`config.mk`:
```
export PLATFORM = sky130hd
export DESIGN_NAME = tli_muldiv
export DESIGN_NICKNAME = d
export VERILOG_FILES = /design/src/hdl/tli_pkg.sv /design/src/hdl/tli_muldiv.sv
export SDC_FILE = /design/constraint.sdc
export NUM_CORES = 1
export LEC_CHECK = 0
export BUFFER_PORTS_ARGS = -buffer_cell sky130_fd_sc_hd__buf_2
export CAP_MARGIN = 20
export CELL_PAD_IN_SITES_DETAIL_PLACEMENT = 1
export CELL_PAD_IN_SITES_GLOBAL_PLACEMENT = 2
export CORE_MARGIN = 2
export CORE_UTILIZATION = 36
export CTS_CLUSTER_DIAMETER = 120
export DETAILED_ROUTE_END_ITERATION = 12
export PLACE_DENSITY = 0.89
export SYNTH_ARGS = -nofsm -noshare
export SYNTH_HDL_FRONTEND = slang
export SYNTH_SLANG_ARGS = --single-unit
```
`constraint.sdc`:
```
create_clock -name i_clk -period 18.3 [get_ports i_clk]
set_clock_uncertainty 0.2 [all_clocks]
set_input_delay 3.66 -clock i_clk [delete_from_list [all_inputs] [get_ports i_clk]]
set_output_delay 3.66 -clock i_clk [all_outputs]
set_load 0.03 [all_outputs]
```
`src/hdl/tli_pkg.sv`:
```
// shared types and constants for the table linear interpolator
// used by tli_muldiv and table_linear_interpolator_top; no dependencies
package tli_pkg;

    // field widths
    localparam int DATA_W  = 32;
    localparam int INDEX_W = 12;
    localparam int COUNT_W = 13;

    // default table depth
    localparam int DEF_TABLE_DEPTH = 4096;

    // item opcodes
    localparam logic OP_LOAD  = 1'b0;
    localparam logic OP_QUERY = 1'b1;

    // saturation limits
    localparam logic [DATA_W-1:0] SAT_MAX = 32'h7FFF_FFFF;
    localparam logic [DATA_W-1:0] SAT_MIN = 32'h8000_0000;

    // request to the shared multiply/divide unit
    typedef struct packed {
        logic              start;
        logic [DATA_W-1:0] mag;
        logic [DATA_W-1:0] dt;
        logic [DATA_W-1:0] span;
    } t_md_req;

    // response from the shared multiply/divide unit
    typedef struct packed {
        logic              done;
        logic [DATA_W-1:0] quot;
    } t_md_rsp;

endpackage

```
`src/hdl/tli_muldiv.sv`:
```
// shift-add multiplier and restoring divider on one set of registers
// computes round(mag * dt / span); depends on tli_pkg
module tli_muldiv (
    input  logic             i_clk,
    input  logic             i_rst_n,
    input  tli_pkg::t_md_req i_req,
    output tli_pkg::t_md_rsp o_rsp
);
    import tli_pkg::*;

    typedef enum logic [2:0] {
        ST_IDLE,
        ST_MUL,
        ST_ADD,
        ST_DIV,
        ST_DONE
    } t_state;

    localparam int CNT_W = $clog2(DATA_W);

    t_state            r_state, n_state;
    logic [CNT_W-1:0]  r_cnt, n_cnt;
    logic [DATA_W-1:0] r_mag, n_mag;
    logic [DATA_W-1:0] r_span, n_span;
    logic [DATA_W-1:0] r_hi, n_hi;
    logic [DATA_W-1:0] r_lo, n_lo;

    logic [DATA_W:0]     mul_sum;
    logic [2*DATA_W:0]   dividend;
    logic [DATA_W:0]     rem_shift;
    logic [DATA_W:0]     rem_diff;
    logic                rem_ge;

    // one multiply step: add mag when the low multiplier bit is set
    assign mul_sum = {1'b0, r_hi} + (r_lo[0] ? {1'b0, r_mag} : '0);

    // rounding offset of half the span added to the product
    assign dividend = {1'b0, r_hi, r_lo} + (2*DATA_W+1)'(r_span >> 1);

    // one divide step: shift in the next dividend bit and try to subtract
    assign rem_shift = {r_hi, r_lo[DATA_W-1]};
    assign rem_diff  = rem_shift - {1'b0, r_span};
    assign rem_ge    = (rem_shift >= {1'b0, r_span});

    // sequencer
    always_comb begin
        n_state = r_state;
        n_cnt   = r_cnt;
        n_mag   = r_mag;
        n_span  = r_span;
        n_hi    = r_hi;
        n_lo    = r_lo;
        case (r_state)
            ST_IDLE: begin
                if (i_req.start) begin
                    n_mag   = i_req.mag;
                    n_span  = i_req.span;
                    n_hi    = '0;
                    n_lo    = i_req.dt;
                    n_cnt   = '0;
                    n_state = ST_MUL;
                end
            end
            ST_MUL: begin
                n_hi  = mul_sum[DATA_W:1];
                n_lo  = {mul_sum[0], r_lo[DATA_W-1:1]};
                n_cnt = r_cnt + 1'b1;
                if (r_cnt == CNT_W'(DATA_W - 1)) begin
                    n_state = ST_ADD;
                end
            end
            ST_ADD: begin
                // high half is below span, so it seeds the remainder
                n_hi    = dividend[2*DATA_W-1:DATA_W];
                n_lo    = dividend[DATA_W-1:0];
                n_cnt   = '0;
                n_state = ST_DIV;
            end
            ST_DIV: begin
                n_hi  = rem_ge ? rem_diff[DATA_W-1:0] : rem_shift[DATA_W-1:0];
                n_lo  = {r_lo[DATA_W-2:0], rem_ge};
                n_cnt = r_cnt + 1'b1;
                if (r_cnt == CNT_W'(DATA_W - 1)) begin
                    n_state = ST_DONE;
                end
            end
            ST_DONE: begin
                n_state = ST_IDLE;
            end
            default: begin
                n_state = ST_IDLE;
            end
        endcase
    end

    // state and datapath registers
    always_ff @(posedge i_clk) begin
        if (!i_rst_n) begin
            r_state <= ST_IDLE;
            r_cnt   <= '0;
        end else begin
            r_state <= n_state;
            r_cnt   <= n_cnt;
        end
        r_mag  <= n_mag;
        r_span <= n_span;
        r_hi   <= n_hi;
        r_lo   <= n_lo;
    end

    assign o_rsp.done = (r_state == ST_DONE);
    assign o_rsp.quot = r_lo;

endmodule

```
==> results.json, run 1 <==
{
  "status": "finished, final reports clean",
  "cts.reportedPaths.clkPinSlew_ns": 0.06,
  "rows": 67,
  "htreeDepth": 4,
  "gp_congestion": 0.9049,
  "syn_nets": 1587,
  "cap_violations": 0,
  "first_iter_violations": 840,
  "clockRootBuffer": "clkbuf_16",
  "worstSetupEndpointType": "flip-flop",
  "grt_max_degree": 74,
  "worst_slew_pin_slew_ns": 0.9458,
  "synthArstFlopShare_pct": 0,
  "cts-resized-gates": 0,
  "required_ns": 18.19,
  "cts_hold_buffers": 0,
  "cts_made_buffers": 17,
  "drv_slew": 0,
  "core-area_um2": 33450,
  "syn_inst": 1388,
  "ys_warn_count": 0,
  "nFillCells": 3969,
  "wl_per_cell_um": 21.74,
  "hold_ws_ns": 0.2624,
  "netlist_area_um2": 12220,
  "finalSetupViolCount": 0,
  "area_delta_synth_final_pct": 13.74,
  "insertedDiodeCount": 0,
  "period_needed_ns": 5.492,
  "grt_setup_unrepaired": "no",
  "die_w_um": 188.2,
  "worstPathArrival_ns": 5.38,
  "path_class": "in -> reg",
  "vias": 11342,
  "synth_edf_count": 128,
  "antenna_found_initial": 0,
  "num-nets-final": 1687,
  "initial_utilization_pct": 36.54,
  "drc": 0,
  "syn_avg_cell_area_um2": 8.804,
  "ys_ff_latch": 136,
  "met3_wirelength_mm": 1.902,
  "die-area_um2": 35440,
  "grt_pass1_vias": 11775,
  "worstSetupStartpointType": "input port",
  "wl_met1_mm": 19.22,
  "clockBufferDepth": 2,
  "peakVddDrop_uv": 72.76,
  "slew_headroom_pct": 36.82,
  "drive_gt1_share_pct": 14.33,
  "tritoncts": "built",
  "hpwl_mm": 31.68,
  "wirelength_mm": 42.34,
  "fmaxAchievable_mhz": 182.1,
  "portBuffers": 131,
  "boundaryPins": 132,
  "grt_pass1_wl_mm": 65.86,
  "ys_types": 86,
  "worstSkewPairLatency_ns": 0.46,
  "grt_usage_pct": 23.91,
  "final_hold_viol_count": 0,
  "post-cts-setup-buffers": 0,
  "first_pass_iters": 6,
  "die_y_um": 188.2,
  "ant_nets": 0,
  "top_layer": "met4",
  "synth-seq-area-share_pct": 32.76,
  "clkSinkCount": 136,
  "hold_class": "reg -> reg",
  "route.met2.wl_mm": 20.15,
  "cp_max_fo": 39,
  "drt-vias-per-instance": 5.822,
  "p_leak_nw": 5.762,
  "timing.final.crit_share_pct": 30.01,
  "p_per_area_nw_per_um2": 95.79,
  "ys.flop_type": "edfxtp_1",
  "fin_setup_tns_ns": 0,
  "grt-ovfl-total": 0
}
-- cells by family after synthesis --
| logic type | after synthesis | synth area share, % |
|---|---|---|
| compound gates | 427 | 23.37 |
| xor+xnor | 100 | 7.167 |
| fa+ha+maj | 100 | 10.42 |
| buf+inv | 131 | 4.269 |
| flops | 136 | 32.76 |
| mux | 25 | 2.150 |
| simple gates | 469 | 19.85 |
-- layout by cell type, fill, tap and decap left out, types with 17 or more instances in the layout --
master / count
nand2b_1: 24
inv_1: 67
ha_1: 97
clkbuf_16: 17
nand2_1: 106
nor3_1: 22
nor2_1: 110
a31oi_1: 18
a21o_1: 47
o21ai_0: 72
nand4_1: 29
xor2_1: 42
a21oi_1: 124
nand3_1: 48
buf_2: 131
xnor2_1: 58
and2_1: 42
edfxtp_1: 128
-- power by group --
group | switching (W) | internal (W)
logic | 0.000323 | 0.000206
clock network | 0.000149 | 0.000225
registers | 0.0000477 | 0.000380
-- critical path, stage by stage --
cell and delay, ns:
buf_2 0.11, nor3_1 0.06, or2_2 0.37, inv_2 0.50, buf_4 0.60
-- routing by layer --
layer,up-vias,global-route usage (%)
met5,-,0
met1,5606,31.90
li1,5405,-
met2,276,39.53
met4,0,8.359
met3,55,3.520
-- sequential cells by signal (all words and copies together), names as in the netlist --
| register | count |
|---|---|
| r_cnt | 5 |
| r_hi | 32 |
| r_lo | 32 |
| r_mag | 32 |
| r_span | 32 |
| r_state | 3 |
-- stage by stage --
stage                     utilization [%]  setup WS [ns]  instances   power, W  area, um2
after floorplan                         -          7.283       1388  0.0008062      12220
after global placement              39.69          12.42       1916  0.0009431      13280
after detailed placement            39.69          12.35       1916  0.0009537      13280
after CTS                           41.51          12.83       1947   0.001335      13880
after global routing                41.56          12.74       1948   0.001405      13900
final                               41.56          12.81       1948   0.001331      13900
-- area by class of cell --
cell class,instances,area [um2],share of cell area (%)
multi-input cells,1121,7709,55.46
flip-flops and latches,136,4006,28.82
repair buffers,144,760.7,5.473
well taps,448,560.5,4.033
clock buffers,17,425.4,3.061
inverters,68,255.2,1.836
clock inverters,14,182.7,1.314
-- synth_stat cells (5+ instances only) --
master | instances | area share (%)
o21ai_0 | 72 | 2.9
nor2_1 | 113 | 3.5
a311oi_1 | 5 | 0.36
ha_1 | 97 | 9.9
o31ai_1 | 5 | 0.31
mux2i_1 | 15 | 1.2
a211oi_1 | 10 | 0.61
o22a_1 | 10 | 0.72
nand4_1 | 29 | 1.5
dfxtp_1 | 8 | 1.3
o21ai_1 | 7 | 0.29
a41oi_1 | 5 | 0.36
and3_1 | 16 | 0.82
a21oi_1 | 124 | 5.1
and4_1 | 7 | 0.50
buf_2 | 8 | 0.33
nor3_1 | 22 | 0.90
and2_1 | 42 | 2.2
o211ai_1 | 15 | 0.92
a22oi_1 | 16 | 0.98
o221ai_1 | 10 | 0.72
mux2_2 | 5 | 0.46
o21a_1 | 11 | 0.68
a31oi_1 | 18 | 0.92
xor2_1 | 42 | 3.0
o22ai_1 | 5 | 0.26
xnor2_1 | 58 | 4.2
mux2_1 | 5 | 0.46
a21o_1 | 47 | 2.9
clkbuf_1 | 48 | 1.5
nand2_1 | 106 | 3.3
o21bai_1 | 11 | 0.68
nand2b_1 | 24 | 1.2
nor4_1 | 7 | 0.36
nor2b_1 | 14 | 0.72
or3_1 | 6 | 0.31
o32a_1 | 7 | 0.57
nor3b_1 | 6 | 0.37
inv_1 | 68 | 2.1
nand3_1 | 48 | 2.0
a221o_1 | 6 | 0.49
edfxtp_1 | 128 | 31
-- final timing paths --
kind	startpoint	to	slack, ns	cells after the start
hold reg to reg	r_cnt[3]	r_cnt[3]	0.26	1
setup reg to reg	r_lo[0]	r_hi[26]	13.94	12
setup / recovery	i_req[96]	r_hi[24]	12.81	5
hold / removal	r_cnt[3]	r_cnt[3]	0.26	1
No activity file was read; power rests on OpenSTA's default activity.
==> run 2: changes to the inputs <==
==> constraint.sdc (replaced) <==
create_clock -name i_clk -period 5.3 [get_ports i_clk]
set_clock_uncertainty 0.2 [all_clocks]
set_input_delay 1.06 -clock i_clk [delete_from_list [all_inputs] [get_ports i_clk]]
set_output_delay 1.06 -clock i_clk [all_outputs]
set_load 0.03 [all_outputs]
==> results.json, run 2 (synthesized netlist as in run 1, its figures left out) <==
{
  "status": "finished, final reports clean",
  "p_seq_share_pct": 32.3,
  "clockRootBuffer": "clkbuf_16",
  "num-nets-final": 1687,
  "peakVddDrop_uv": 277.9,
  "p_sw_w": 0.001799,
  "boundaryPins": 132,
  "die_w_um": 188.2,
  "internal-power_w": 0.002809,
  "grt-ovfl-total": 0,
  "cp_max_fo": 7,
  "grt_pass1_vias": 12058,
  "drive_gt1_share_pct": 14.06,
  "pre_cts_ws_ns": 1.169,
  "grt_usage_pct": 24.49,
  "die_y_um": 188.2,
  "portBuffers": 131,
  "vias": 11525,
  "r2r-end": "r_hi[24]",
  "antenna_found_initial": 0,
  "grt_max_degree": 66,
  "power_switching_share_pct": 39.04,
  "worstSetupStartpointType": "flip-flop",
  "multiInputGateArea_um2": 7717,
  "post-cts-setup-buffers": 0,
  "wirelength_mm": 43.48,
  "min_from": "r_cnt[3]",
  "worst_slew_pin_slew_ns": 1.079,
  "first_iter_violations": 751,
  "tritoncts": "built",
  "area_delta_synth_final_pct": 13.73,
  "hpwl_mm": 32.49,
  "cts_made_buffers": 17,
  "placed_cells": 1917,
  "p_per_area_nw_per_um2": 331.6,
  "whs_endpoint": "r_cnt[3]",
  "cts_hold_buffers": 0,
  "p_leak_nw": 5.764,
  "final_hold_viol_count": 0,
  "period_needed_ns": 4.196,
  "p_clk_share_pct": 27.6,
  "slew_headroom_pct": 28.06,
  "gp_congestion": 0.8944,
  "path_class": "reg -> reg",
  "finalSetupViolCount": 0,
  "ff_latch_area_um2": 4006,
  "clockBufferDepth": 2,
  "die-area_um2": 35440,
  "drv_slew": 0,
  "htreeDepth": 4,
  "setup_ws_ns": 1.104,
  "cap_violations": 0,
  "instances_no_fill": 1949,
  "worstPathArrival_ns": 4.21,
  "cts-resized-gates": 0,
  "drc": 0,
  "clkSinkCount": 136,
  "drt-vias-per-instance": 5.913,
  "grt_setup_unrepaired": "no",
  "hold-path-cell-count": 1,
  "wl_per_cell_um": 22.31,
  "layout_common_cells": "buf_2, edfxtp_1, a21oi_1, nor2_1, nand2_1",
  "reg2reg_setup_slack_ns": 1.10,
  "initial_utilization_pct": 36.54,
  "timing.rr.start": "r_lo[31]",
  "cts.reportedPaths.clkPinSlew_ns": 0.06,
  "fmaxAchievable_mhz": 238.3,
  "worstSkewPairLatency_ns": 0.46,
  "worstSetupEndpointType": "flip-flop",
  "insertedDiodeCount": 0,
  "first_pass_iters": 5,
  "hold_class": "reg -> reg",
  "final_common_cell": "buf_2",
  "p_comb_share_pct": 40.0,
  "grt_pass1_wl_mm": 67.77,
  "core-area_um2": 33450,
  "rows": 67,
  "nFillCells": 3939,
  "required_ns": 5.31,
  "ant_nets": 0,
  "worstSetupStartpoint": "r_lo[31]",
  "timing.final.crit_share_pct": 79.16,
  "r2r_cells": 13,
  "fin_setup_tns_ns": 0
}
==> run 2: changes by cell type in the layout (fill, tap and decap cells not counted) <==
cell        change
nor4b_4         +1
clkinv_1        +2
clkbuf_1        +3
clkinv_4        -3
buf_12          +1
buf_8           -1
clkinvlp_4      -1
nor4b_2         -1
==> run 2: how the worst max path moves through the flow <==
stage | cells past startpoint | slack (ns) | end
2_1_floorplan | 1 | 1.52 | r_mag[0]
3_3_place_gp | 11 | 1.24 | r_hi[19]
3_5_place_dp | 13 | 1.17 | r_hi[24]
4_1_cts | 13 | 1.16 | r_hi[24]
5_1_grt | 13 | 0.94 | r_hi[24]
6_report | 13 | 1.10 | r_hi[24]
==> run 2: per-layer routing <==
metal | GRT usage (%) | routed length (um) | part of all wire (%)
met1 | 31.66 | 19690 | 45
met2 | 41.56 | 20820 | 48
met3 | 3.371 | 1639 | 3.8
met4 | 9.267 | 1322 | 3.0
met5 | 0 | 0 | 0
==> run 2: power groups by stage <==
| stage | sequential [W] | combinational (W) | clock, W |
|---|---|---|---|
| after floorplan | 0.00148 | 0.00130 | 0 |
| after global placement | 0.00151 | 0.00179 | 0 |
| after detailed placement | 0.00151 | 0.00182 | 0 |
| after CTS | 0.00149 | 0.00184 | 0.00129 |
| after global routing | 0.00150 | 0.00203 | 0.00133 |
| final | 0.00149 | 0.00185 | 0.00127 |
==> run 2: worst max-delay path, cell delays in order (launching register included) <==
cell and delay [ns]:
edfxtp_1 0.55, inv_1 0.25, ha_1 0.21, inv_1 0.06, fa_1 0.39, a211oi_1 0.30
nor4_1 0.16, o21ai_0 0.32, nand3_1 0.21, o31a_1 0.41, a41oi_1 0.32, xor2_1 0.20
o21ai_0 0.13, a211o_1 0.25
==> run 2: area by class of cell <==
cell class / instances / area share [%]
clock buffer: 20 / 3.142
clock inverter: 12 / 1.125
inverter: 68 / 1.837
timing repair buffer: 144 / 5.510
multi-input combinational: 1121 / 55.53
sequential: 136 / 28.83
tap: 448 / 4.033
==> run 2: per-stage QoR <==
step                hold WS, ns  utilization [%]  total power [W]  area (um2)
CTS                      0.2653            41.55         0.004623       13900
floorplan                0.2136                -         0.002780       12240
global route             0.2974            41.55         0.004857       13900
finish                   0.2672            41.55         0.004608       13900
global placement         0.2388            39.78         0.003298       13310
detailed placement       0.2481            39.78         0.003328       13310
==> run 3: changes to the inputs <==
==> constraint.sdc (replaced) <==
create_clock -name i_clk -period 4.06 [get_ports i_clk]
set_clock_uncertainty 0.2 [all_clocks]
set_input_delay 0.812 -clock i_clk [delete_from_list [all_inputs] [get_ports i_clk]]
set_output_delay 0.812 -clock i_clk [all_outputs]
set_load 0.03 [all_outputs]
==> results.json, run 3 (synthesized netlist as in run 1, its figures left out) <==
{
  "hpwl_mm": 32.76,
  "antenna_found_initial": 0,
  "num-nets-final": 1734,
  "hold_ws_ns": 0.2594,
  "period_needed_ns": 3.811,
  "tritoncts": "built",
  "grt_max_degree": 65,
  "grt_pass1_wl_mm": 67.52,
  "grt_use_met2_pct": 41.58,
  "cts.reportedPaths.clkPinSlew_ns": 0.06,
  "die_w_um": 188.2,
  "power_w": 0.005974,
  "p_per_area_nw_per_um2": 419.9,
  "drt-vias-per-instance": 5.768,
  "area_delta_synth_final_pct": 16.43,
  "drc": 0,
  "grt_setup_unrepaired": "yes",
  "cts_made_buffers": 17,
  "use_met3_pct": 3.744,
  "rows": 67,
  "gp_congestion": 0.9617,
  "slew_headroom_pct": 38.42,
  "grt_usage_pct": 24.48,
  "final_hold_viol_count": 0,
  "p_leak_nw": 5.975,
  "clkSinkCount": 136,
  "use_met1_pct": 31.27,
  "worstSetupStartpointType": "flip-flop",
  "grt-ovfl-total": 0,
  "portBuffers": 131,
  "htreeDepth": 4,
  "cts_hold_buffers": 0,
  "final_util_pct": 42.54,
  "core-area_um2": 33450,
  "vias": 11508,
  "cp_slowest_cell": "edfxtp_1",
  "status": "finished, final reports clean",
  "final_cell_area_um2": 14230,
  "wl_per_cell_um": 21.62,
  "die-area_um2": 35440,
  "pre_cts_ws_ns": 0.2036,
  "drive_gt1_share_pct": 16.82,
  "worst_slew_pin_slew_ns": 0.9236,
  "fmaxAchievable_mhz": 262.4,
  "first_pass_iters": 5,
  "setup_ws_ns": 0.2486,
  "cap_violations": 0,
  "critPathMostFrequentCell": "buf_4",
  "first_iter_violations": 748,
  "wirelength_mm": 43.13,
  "placed_cell_area_um2": 13660,
  "layout_common_cells": "buf_2, edfxtp_1, a21oi_1, nor2_1, nand2_1",
  "finalSetupViolCount": 0,
  "boundaryPins": 132,
  "ant_nets": 0,
  "hold_class": "reg -> reg",
  "path_cells": "buf_4 > and2_1 > ha_1 > and4_1 > nand2_1 > a2111oi_4 > o31ai_1 > a211oi_1 > nor3_2 > buf_4 > nor4b_2 > mux2_1 > nand4_1",
  "timing.final.crit_share_pct": 93.88,
  "initial_utilization_pct": 36.54,
  "worstPathArrival_ns": 3.92,
  "path_class": "reg -> reg",
  "worstSetupEndpointType": "flip-flop",
  "worstSkewPairLatency_ns": 0.45,
  "clockBufferDepth": 2,
  "required_ns": 4.17,
  "clockRootBuffer": "clkbuf_16",
  "cp_max_fo": 34,
  "peakVddDrop_uv": 404.3,
  "drv_slew": 0,
  "grt_pass1_vias": 12079,
  "die_y_um": 188.2,
  "cpPeakStageDelay_ns": 0.40,
  "grt-busiest-layer": "met2",
  "final_common_cell": "buf_2"
}
-- run 3: cell type report --
cell class,count,area (um2)
Antenna cell,1,2.502
Clock inverter,10,106.4
Fill cell,3946,19220
Sequential cell,136,4006
Tap cell,448,560.5
Multi-Input combinational cell,1121,7730
Timing Repair Buffer,191,1131
Inverter,68,255.2
Clock buffer,20,436.7
-- run 3: timing repair --
| item | 4_1_cts | 5_1_grt |
|---|---|---|
| setup endpoints to repair | 0 | 1 |
| resized for setup | 0 | 1 |
| buffers inserted | 0 | 1 |
| hold endpoints to repair | 0 | 0 |
-- run 3: through the flow --
stage	cells	TNS, ns
after floorplan	1388	0
after global placement	1963	0
after detailed placement	1963	0
after CTS	1993	0
after global routing	1994	-0.01249
final	1995	0
-- run 3: metal layers --
| metal | up-vias | wire (um) |
|---|---|---|
| li1 | 5499 | - |
| met1 | 5640 | 19280 |
| met2 | 293 | 20810 |
| met3 | 76 | 1705 |
| met4 | 0 | 1334 |
| met5 | - | 0 |
-- run 3: report_power, final --
group / leakage, nW / switching (W) / internal, W / total, W
clock network: 0.259 / 0.000636 / 0.000888 / 0.00152
registers: 1.34 / 0.000153 / 0.00171 / 0.00187
logic: 4.38 / 0.00156 / 0.00103 / 0.00258
-- run 3: critical path: cells and delay by family (launching register included) --
kind	cells	cell delay, ns
buffers and inverters	2	0.39
flip-flops	1	0.40
adder cells (fa/ha/maj)	1	0.38
AO/OA/AOI/OAI	3	0.81
AND/OR/NAND/NOR	6	1.10
multiplexers	1	0.37
-- run 3: path summary, 6_finish.rpt --
kind              slack, ns  cells past startpoint     start        to
setup / recovery       0.25                     13   r_lo[0]  r_hi[28]
hold / removal         0.26                      1  r_cnt[3]  r_cnt[3]
setup reg to reg       0.25                     13   r_lo[0]  r_hi[28]
hold reg to reg        0.26                      1  r_cnt[3]  r_cnt[3]
